--- config.mk ---
export PLATFORM = sky130hd
export DESIGN_NAME = tmmt_free_map
export DESIGN_NICKNAME = d
export VERILOG_FILES = /design/src/tagged_message_match_table_macros.svh /design/src/tmmt_pkg.sv /design/src/tmmt_free_map.sv
export SDC_FILE = /design/constraint.sdc
export NUM_CORES = 1
export LEC_CHECK = 0
export BUFFER_PORTS_ARGS = -buffer_cell sky130_fd_sc_hd__buf_2
export CORE_MARGIN = 2
export CORE_UTILIZATION = 25
export DETAILED_ROUTE_END_ITERATION = 8
export PLACE_DENSITY = 0.39
export SYNTH_ARGS = -nofsm -noshare
export SYNTH_HDL_FRONTEND = slang
export SYNTH_SLANG_ARGS = --single-unit
--- constraint.sdc ---
create_clock -name i_clk -period 2.54 [get_ports i_clk]
set_input_delay 0.381 -clock i_clk [delete_from_list [all_inputs] [get_ports i_clk]]
set_output_delay 0.381 -clock i_clk [all_outputs]
set_load 0.01 [all_outputs]
--- src/tagged_message_match_table_macros.svh ---
// ----------------------------------------------------------------------------
// Assertion macros for the tagged message match table
// Shared helpers for concurrent checks with synchronous active-low reset.
// ----------------------------------------------------------------------------
`ifndef TAGGED_MESSAGE_MATCH_TABLE_MACROS_SVH
`define TAGGED_MESSAGE_MATCH_TABLE_MACROS_SVH

// A condition that holds at every clock edge outside reset.
`define TMMT_ASSERT_ALWAYS(label, clk, rst_n, expr) \
    label: assert property (@(posedge clk) disable iff (!rst_n) (expr)) \
        else $error("assertion failed");

// An antecedent that implies a consequent in the same cycle.
`define TMMT_ASSERT_IMPL(label, clk, rst_n, ante, cons) \
    label: assert property (@(posedge clk) disable iff (!rst_n) (ante) |-> (cons)) \
        else $error("assertion failed");

`endif

--- src/tmmt_pkg.sv ---
// ----------------------------------------------------------------------------
// tmmt_pkg
// Types and constants shared by the match table modules.
// ----------------------------------------------------------------------------
package tmmt_pkg;

    localparam int DEF_TABLE_DEPTH  = 64;
    localparam int DEF_CONTEXT_BITS = 16;

    // Register indexes of the configuration port.
    localparam logic REG_POSTED_MODE = 1'b0;
    localparam logic REG_SRC_MATCH   = 1'b1;

    typedef enum logic [1:0] {
        OP_INSERT = 2'd0,
        OP_MATCH  = 2'd1,
        OP_REMOVE = 2'd2
    } t_op;

    typedef enum logic [1:0] {
        ST_DONE    = 2'd0,
        ST_NOMATCH = 2'd1,
        ST_FULL    = 2'd2
    } t_status;

    typedef enum logic [2:0] {
        S_IDLE,
        S_ALLOC,
        S_READ,
        S_EVAL,
        S_FINISH
    } t_state;

    // Fixed-width part of one table entry.
    typedef struct packed {
        logic [63:0] tag;
        logic [63:0] mask;
        logic [63:0] addr;
        logic        addr_any;
        logic [15:0] handle;
    } t_slot;

    // Controls of the free slot map.
    typedef struct packed {
        logic start;
        logic step;
        logic take;
        logic release_slot;
    } t_free_ctrl;

endpackage

--- src/tmmt_free_map.sv ---
// ----------------------------------------------------------------------------
// tmmt_free_map
// Free bit per slot and a scan pointer that finds a free slot.
// ----------------------------------------------------------------------------
module tmmt_free_map #(
    parameter int TABLE_DEPTH = tmmt_pkg::DEF_TABLE_DEPTH,
    localparam int IW = $clog2(TABLE_DEPTH)
) (
    input  logic                 i_clk,
    input  logic                 i_rst_n,
    input  tmmt_pkg::t_free_ctrl i_ctrl,
    input  logic [IW-1:0]        i_rel_idx,
    output logic                 o_hit,
    output logic [IW-1:0]        o_idx
);

    logic [TABLE_DEPTH-1:0] r_free;
    logic [IW-1:0]          r_scan;

    // Free bits: all slots free after reset.
    always_ff @(posedge i_clk) begin
        if (!i_rst_n) begin
            r_free <= '1;
        end else begin
            if (i_ctrl.take) begin
                r_free[r_scan] <= 1'b0;
            end
            if (i_ctrl.release_slot) begin
                r_free[i_rel_idx] <= 1'b1;
            end
        end
    end

    // The scan restarts at slot zero on start and steps one slot per cycle while step is set.
    always_ff @(posedge i_clk) begin
        if (!i_rst_n) begin
            r_scan <= '0;
        end else if (i_ctrl.start) begin
            r_scan <= '0;
        end else if (i_ctrl.step) begin
            r_scan <= r_scan + IW'(1);
        end
    end

    assign o_hit = r_free[r_scan];
    assign o_idx = r_scan;

endmodule
# Word-level counts from Yosys, hierarchy flattened
# Index checks and enable logic that the tools add are counted.
[classes] n_addsub=1 magnitude_cmp=4 mux=9 n_bitwise=4 reduce_logical=3
[op_table] cell="two-way mux 64 bit" n=3
[op_table] cell="bitwise AND 64 bit" n=1
[op_table] cell="inverter 64 bit" n=1
[op_table] cell="bitwise OR 64 bit" n=1
[op_table] cell="less-than comparator 6 x 7 -> 1 bit (second input constant)" n=2
[op_table] cell="demux 1 bit (select 6 bit)" n=2
[op_table] cell="greater-or-equal comparator 6 x 1 -> 1 bit (second input constant)" n=2
[op_table] cell="adder 6 x 1 -> 6 bit (second input constant)" n=1
[op_table] cell="binary-select mux 1 bit (select 6 bit)" n=1
[op_table] cell="two-way mux 1 bit" n=3
[op_table] cell="logical AND 1 bit" n=2
[op_table] cell="OR reduction 2 bit" n=1
[op_table] cell="inverter 1 bit" n=1
[word_totals] regBits=70 inputBits=12 output_inout_bits=7 elab_cells=23

# Depth between registers and ports, before layout
# Gate-level depths: netlist of run 1.
[logic_depth] ltp_word=10 ltp_mapped=8 mapped_depth_nobuf=6

# Worst setup path before layout of run 1
# OpenSTA, ideal clock, no wires.
[synth_timing] path_kind="reg-to-output" from="reg r_scan[2], in the netlist o_idx[2]" to="out o_hit" t_arrival_ps=1661 required_time_ps=2159 slack_ps=498 stages_incl_launch_ff=7 n_path_buf=1 path_cell_list="dfxtp_1 > buf_2 > mux2_2 > a222oi_1 > o21ai_1 > a41oi_2 > nand3_1"
[synth_via] elab_chain_len=2
[synth_rtl] item="start, declared" line_no="tmmt_free_map.sv:18" text="logic [IW-1:0] r_scan;"
[synth_rtl] item="start signal, assigned" line_no="tmmt_free_map.sv:41" text="r_scan <= r_scan + IW'(1);"
[synth_rtl] item="binary-select mux 1 bit (select 6 bit)" line_no="tmmt_free_map.sv:45" text="assign o_hit = r_free[r_scan];"
[synth_rtl] item="two-way mux 1 bit (not written as such)" line_no="tmmt_free_map.sv:45"
[synth_rtl] item="end, declared" line_no="tmmt_free_map.sv:13" text="output logic o_hit,"
# Every way passes these cells. The select of a mux whose other input is x is not followed.

# Worst setup path after layout of run 1
# Ends and elaborated chain as after synthesis.

==> results of run 1 <==
==> power breakdown <==
part           switching (mW)  internal (mW)  total, mW
clock network           0.472          0.813       1.28
logic                   0.104         0.0511      0.155
registers             0.00327           1.10       1.10
total                   0.579           1.96       2.54
==> synth_stat cells (all sizes together) (2+ instances only) <==
cell type / instances
mux2i: 9
buf: 14
o21ai: 66
or3b: 2
and3: 3
dfxtp: 70
nor2b: 7
xnor2: 2
a21oi: 8
nor3b: 2
or3: 4
nand3b: 10
nand3: 14
clkbuf: 21
o32ai: 2
mux2: 4
o22ai: 2
and2: 2
or2: 7
nand2: 23
o211ai: 64
nand4: 2
xor2: 2
a22oi: 10
a221o: 2
nand2b: 2
nor2: 16
a221oi: 2
o31ai: 3
==> flip-flops by register name, indices dropped and copies added, names as in the netlist <==
signal and count:
o_idx 6, r_free 64
==> layout by cell type (no fill, tap or decap), types with 3 or more instances in the layout <==
cell / n
dfxtp_1: 66
o211ai_1: 64
o21ai_0: 63
nand2_1: 23
buf_2: 18
buf_4: 17
nor2_1: 15
nand3_1: 14
nand3b_1: 10
clkbuf_16: 9
a22oi_1: 8
mux2i_1: 7
or2_2: 6
a21oi_1: 6
nor2b_1: 4
or3_1: 4
and3_1: 3
o21ai_1: 3
o31ai_1: 3
mux2_2: 3
==> cells by family (layout without fill, tap and decap cells) <==
family	after synthesis	in the layout	share of synthesized area [%]
adder cells (fa/ha/maj)	1	1	0.366
flip-flops	70	70	41.0
multiplexers	14	14	4.61
AND/OR/NAND/NOR	97	97	15.6
XOR/XNOR	4	4	1.03
AO/OA/AOI/OAI	168	168	32.2
buffers and inverters	37	58	5.27
==> per-layer routing <==
layer / vias to the layer above / GRT usage (%)
met5: - / 0
li1: 1532 / -
met3: 15 / 2.63
met4: 0 / 6.54
met2: 90 / 27.3
met1: 1650 / 25.5
==> critical path, cell delays in order, from the launching register on <==
cell	delay, ns
dfxtp_4	0.42
buf_12	0.14
buf_8	0.13
mux2i_2	0.23
a22oi_1	0.11
nand2_1	0.10
o22ai_1	0.10
nor4bb_2	0.30
nand3_1	0.15
buf_2	0.17
==> what timing repair did <==
action	4_1_cts	5_1_grt
endpoints found under the setup margin	1	1
hold buffers	0	0
resized for setup	20	6
buffers inserted	4	0
pin swaps	8	5
gates cloned	2	0
==> metrics by stage <==
step                setup slack [ns]  hold WS, ns
floorplan                      0.498        0.463
global placement               0.274        0.489
detailed placement             0.275        0.500
CTS                        -0.000796        0.362
global route                 -0.0810        0.406
finish                       -0.0329        0.369
==> cell type report <==
cell class,instances,share of cell area (%)
multi-input combinational,284,45.5
sequential,70,33.9
timing repair buffer,40,7.87
clock buffer,13,6.25
tap,176,5.29
clock inverter,3,1.02
inverter,2,0.180
==> worst paths after layout <==
kind,start,to,cells after the start
hold / removal,i_ctrl[2],o_idx[1],3
setup reg to reg,o_idx[0],r_free[1],5
hold reg to reg,r_free[16],r_free[16],2
setup / recovery,o_idx[2],o_hit,9
==> metrics.md, run 1 <==
| Metric | Value |
|---|---|
| Die area | `~15000 µm²` |
| Startpoint types | `flop` |
| GRT Overall Usage | `17.9%` |
| Layout cells sized above 1 | `approximately a fifth` |
| Syn Std Cell Area | `~3400 µm²` |
| Design Power | `approximately 2.5 mW` |
| Reg area | `~1400 µm²` |
| Crit Path Class | `reg -> out` |
| Number of synthesized flops with an enable pin | `0` |
| Min cycle time layout | `~2.6 ns` |
| Avg WL per Cell | `between 20 and 25 µm` |
| Number of global-route vias before repair | `~3.1k` |
| Synth Register Bits | `70` |
| HP Class | `in -> reg` |
| Gr ovfl total | `0` |
| Max Transition Viols Final | `0` |
| First-pass GRT wire length | `19400 µm` |
| Register-to-register setup slack | `0.83 ns` |
| Syn. warnings | `0` |
| Max Fclk | `approximately 0.4 GHz` |
| Synth unique cells | `52` |
| Area grow syn2layout | `21.8%` |
| Worst-margin pin slew | `between 0.6 and 0.7 ns` |
| Leak | `approximately 1.4 nW` |
| Crit path capture type | `output port` |
| Synth async-reset ratio | `0%` |
| Mean post-synth cell area | `between 8 and 9 µm²` |
| Vias per inst | `about 5.6` |
| Fin. Hold Viols | `0` |
| Clk_lat worst skew | `0.34 ns` |
| Final WS setup | `-0.0329 ns` |
| Failing checks | `setup timing` |
| Worst-path clk slew | `0.06 ns` |
| Outcome | `finished with violations` |
| Seq/Total Area, Yosys | `between 40 and 50%` |
| Initial antenna violation count | `0` |
| Die Span Y | `between 100 and 150 µm` |
| Top FF cell, synth | `dfxtp_1` |
| Mapped Nets | `about 400` |
| Antenna violation net count after detailed routing | `0` |
| Final setup fails | `1` |
| Highest metal used | `met4` |
| H-tree levels | `3` |
| PD cells | `between 600 and 700 nW/µm²` |
| Initial DRC count | `roughly 240` |
| Synth top area cells | `dfxtp_1, o211ai_1, o21ai_0` |
| Post-Route WL | `~13000 µm` |
| Met3 wire len | `501 µm` |
| Clk sinks | `70` |
| DR pass1 iterations | `4` |
| Setup TNS | `-0.0329 ns` |
| DRC Markers | `0` |
| Nets@finish | `420` |
| Placer Congestion | `0.815` |
| DP Wirelength | `roughly 9000 µm` |
| Die width | `121 µm` |
| WP data required | `around 2.2 ns` |
| Input/output buffers | `18` |
| DR vias | `about 3.3k` |
| Syn Inst Count | `between 300 and 400` |
| MaxCap Viol Count | `0` |
| Final period util | `101%` |
| Slew headroom | `between 50% and 60%` |
| Fillcell total | `around 1.4k` |
| Largest area contributor in the netlist | `dfxtp_1` |
| Multi-input combinational cell area | `1890 µm²` |
| Routed met2 length | `5710 µm` |
| Worst path arrival time | `roughly 2.2 ns` |
| Worst vdd ir | `about 0.27 mV` |
| CTS tree | `yes` |
| Wl on met1 | `slightly above 6000 µm` |
| Critical-path maximum fanout | `6` |
| Fin cells | `588` |
| Pin count of the biggest net entering global routing | `50` |
| CTS Root Cell | `clkbuf_16` |
| Unrepaired setup endpoints after global routing | `yes` |
| Placed Area | `3700 µm²` |
| Antenna cells | `0` |
| Clock Path Buffers | `2` |
| Placed insts | `566` |
| Final instance area | `roughly 4200 µm²` |
| Synth top area share | `between 40% and 50%` |
| Util after Layout | `between 30% and 40%` |
| Num rows | `42` |
| Initial Util | `25.7%` |
| Skew final | `between 0.007 and 0.008 ns` |
| TritonCTS buffer count | `9` |
| CORE AREA | `roughly 13000 µm²` |
| # IOs | `19` |
(Power assumes the default switching activity.)
==> inputs of run 2 (changes only) <==
==> constraint.sdc (replaced) <==
create_clock -name i_clk -period 2.54 [get_ports i_clk]
set_input_delay 0.254 -clock i_clk [delete_from_list [all_inputs] [get_ports i_clk]]
set_output_delay 0.254 -clock i_clk [all_outputs]
set_load 0.01 [all_outputs]
==> metrics.md, run 2 (synthesized netlist as in run 1, its figures left out) <==
| Metric | Value |
|---|---|
| Outcome | `completed` |
| MaxCap Viol Count | `0 (unchanged)` |
| Nets@finish | `412 (-1.9%)` |
| Unrepaired setup endpoints after global routing | `no` |
| Crit path max-delay family | `compound AO/OA/AOI/OAI gates` |
| CORE AREA | `13300 µm² (unchanged)` |
| Die width | `121 µm (unchanged)` |
| Number of global-route vias before repair | `3000 (-4.4%)` |
| Critical path, cell by cell | `buf_4 > and2_4 > a22o_1 > a222oi_1 > o21ai_1 > a41oi_2 > nand3_1 > buf_2` |
| Fin cells | `580 (-1.4%)` |
| Worst-margin pin slew | `0.558 ns (-0.0696 ns)` |
| CTS Root Cell | `clkbuf_16` |
| Placer Congestion | `0.835 (+2.5%)` |
| Number of cells on the critical path | `8 (-1)` |
| Fin. Hold Viols | `0 (unchanged)` |
| Max Fclk | `0.409 GHz (+5.3%)` |
| Area grow syn2layout | `17.7%` |
| Crit path largest cell delay | `0.35 ns (-0.07 ns)` |
| Clk_lat worst skew | `0.34 ns (about the same)` |
| Post-Route WL | `12200 µm (-2.4%)` |
| Min cycle time layout | `2.44 ns (-0.129 ns)` |
| Layout cells sized above 1 | `17.6% (-3.1 points)` |
| Avg WL per Cell | `21.1 µm (-1.0%)` |
| DR pass1 iterations | `4 (unchanged)` |
| GRT Overall Usage | `17.6% (-0.32 points)` |
| Place WS | `0.320 ns (+0.0444 ns)` |
| Die Span Y | `121 µm (unchanged)` |
| DP Wirelength | `8980 µm (+2.5%)` |
| Vias per inst | `5.48 (-1.9%)` |
| Num rows | `42 (unchanged)` |
| Register-to-register setup slack | `0.77 ns (-0.06 ns)` |
| Startpoint types | `flop` |
| Initial DRC count | `295 (+24%)` |
| First-pass GRT wire length | `19000 µm (-2.0%)` |
| HP Class | `in -> reg` |
| Initial Util | `25.7% (unchanged)` |
| Worst vdd ir | `0.263 mV (-3.1%)` |
| WP buf/inv | `2 (-1)` |
| Pin count of the biggest net entering global routing | `51 (+2.0%)` |
| Util after Layout | `30.3% (-1.0 points)` |
| Input/output buffers | `18 (unchanged)` |
| Placed insts | `564 (-0.35%)` |
| Worst Hold Depth | `3 (unchanged)` |
| Setup crit start | `o_idx[1]` |
| Highest-delay cell along the critical path | `dfxtp_2` |
| Gr ovfl total | `0 (unchanged)` |
| Reg2reg start | `o_idx[0]` |
| Crit Path Class | `reg -> out` |
| Antenna violation net count after detailed routing | `0 (unchanged)` |
| Setup TNS | `0 ns (+0.0329 ns)` |
| WP data required | `2.29 ns (+0.13 ns)` |
| H-tree levels | `3 (unchanged)` |
| Most flop-heavy register | `r_free` |
| # IOs | `19 (unchanged)` |
| Worst-path clk slew | `0.05 ns (about the same)` |
| Antenna cells | `0 (unchanged)` |
| Max reg flops | `64 (unchanged)` |
| Clk sinks | `70 (unchanged)` |
| Die area | `14600 µm² (unchanged)` |
| TritonCTS buffer count | `9 (unchanged)` |
| Max Transition Viols Final | `0 (unchanged)` |
| DRC Markers | `0 (unchanged)` |
| Hold_ws | `0.253 ns (-0.116 ns)` |
| Final period util | `96.2% (-5.1 points)` |
| Critical-path maximum fanout | `9 (+3)` |
| Worst setup path endpoint | `o_hit` |
| # Post-CTS Setup Buffers | `0 (-4)` |
| Crit path capture type | `output port` |
| R2r worst-path depth | `5 (unchanged)` |
| Final setup fails | `0 (-1)` |
| Initial antenna violation count | `0 (unchanged)` |
| Leak | `1.32 nW (-4.5%)` |
| Final WS setup | `0.0965 ns (+0.129 ns)` |
| PD cells | `650 nW/µm² (+6.5%)` |
| FF-to-FF End | `r_free[8]` |
| CTS tree | `yes` |
| Worst path arrival time | `2.19 ns (about the same)` |
| Skew final | `0.00657 ns (-0.000945 ns)` |
| Clock Path Buffers | `2 (unchanged)` |
| DR vias | `3180 (-3.3%)` |
| Slew headroom | `62.8% (+4.6 points)` |
| Most frequent cells in the layout | `o21ai_0, o211ai_1, dfxtp_1, nand2_1, buf_2` |
[run 2: routing by layer]
metal  GRT usage [%]  up-vias  share of wire [%]
li1                -     1510                  -
met1            25.6     1582                 49
met2            26.2       77                 45
met3            3.62       11                4.7
met4            4.51        0                1.2
met5               0        -                  0
[run 2: worst min-delay path by stage]
stage	from	slack, ns	end
3_3_place_gp	r_free[35]	0.50	r_free[35]
4_1_cts	i_ctrl[2]	0.24	o_idx[0]
6_report	i_ctrl[2]	0.25	o_idx[0]
5_1_grt	i_rel_idx[0]	0.27	r_free[39]
2_1_floorplan	i_ctrl[2]	0.40	o_idx[0]
3_5_place_dp	r_free[30]	0.50	r_free[30]
[run 2: power breakdown]
part / internal [mW] / switching [mW]
combinational: 0.0479 / 0.103
clock: 0.888 / 0.473
sequential: 1.10 / 0.00378
total: 2.04 / 0.580
[run 2: worst min-delay path: stages]
cell,delay [ns]
buf_2,0.14
xnor2_1,0.08
nor2_1,0.07
[run 2: area by class of cell]
class | count | area, µm²
well taps | 176 | 220
clock inverters | 3 | 67.6
clock buffers | 13 | 250
flip-flops and latches | 70 | 1410
repair buffers | 32 | 219
fillers | 1418 | 9270
multi-input cells | 284 | 1850
inverters | 2 | 7.51
[run 2: per-stage QoR]
stage	total power, mW	instance area, µm²
floorplan	1.22	3420
global placement	1.28	3670
detailed placement	1.28	3670
CTS	2.64	3990
global route	2.71	4020
finish	2.62	4020
[run 2: repair_timing]
item | CTS | global route
hold buffers | 0 | 0
gates resized for setup | 2 | 11
pin swaps | 0 | 2
endpoints found under the setup margin | 1 | 1
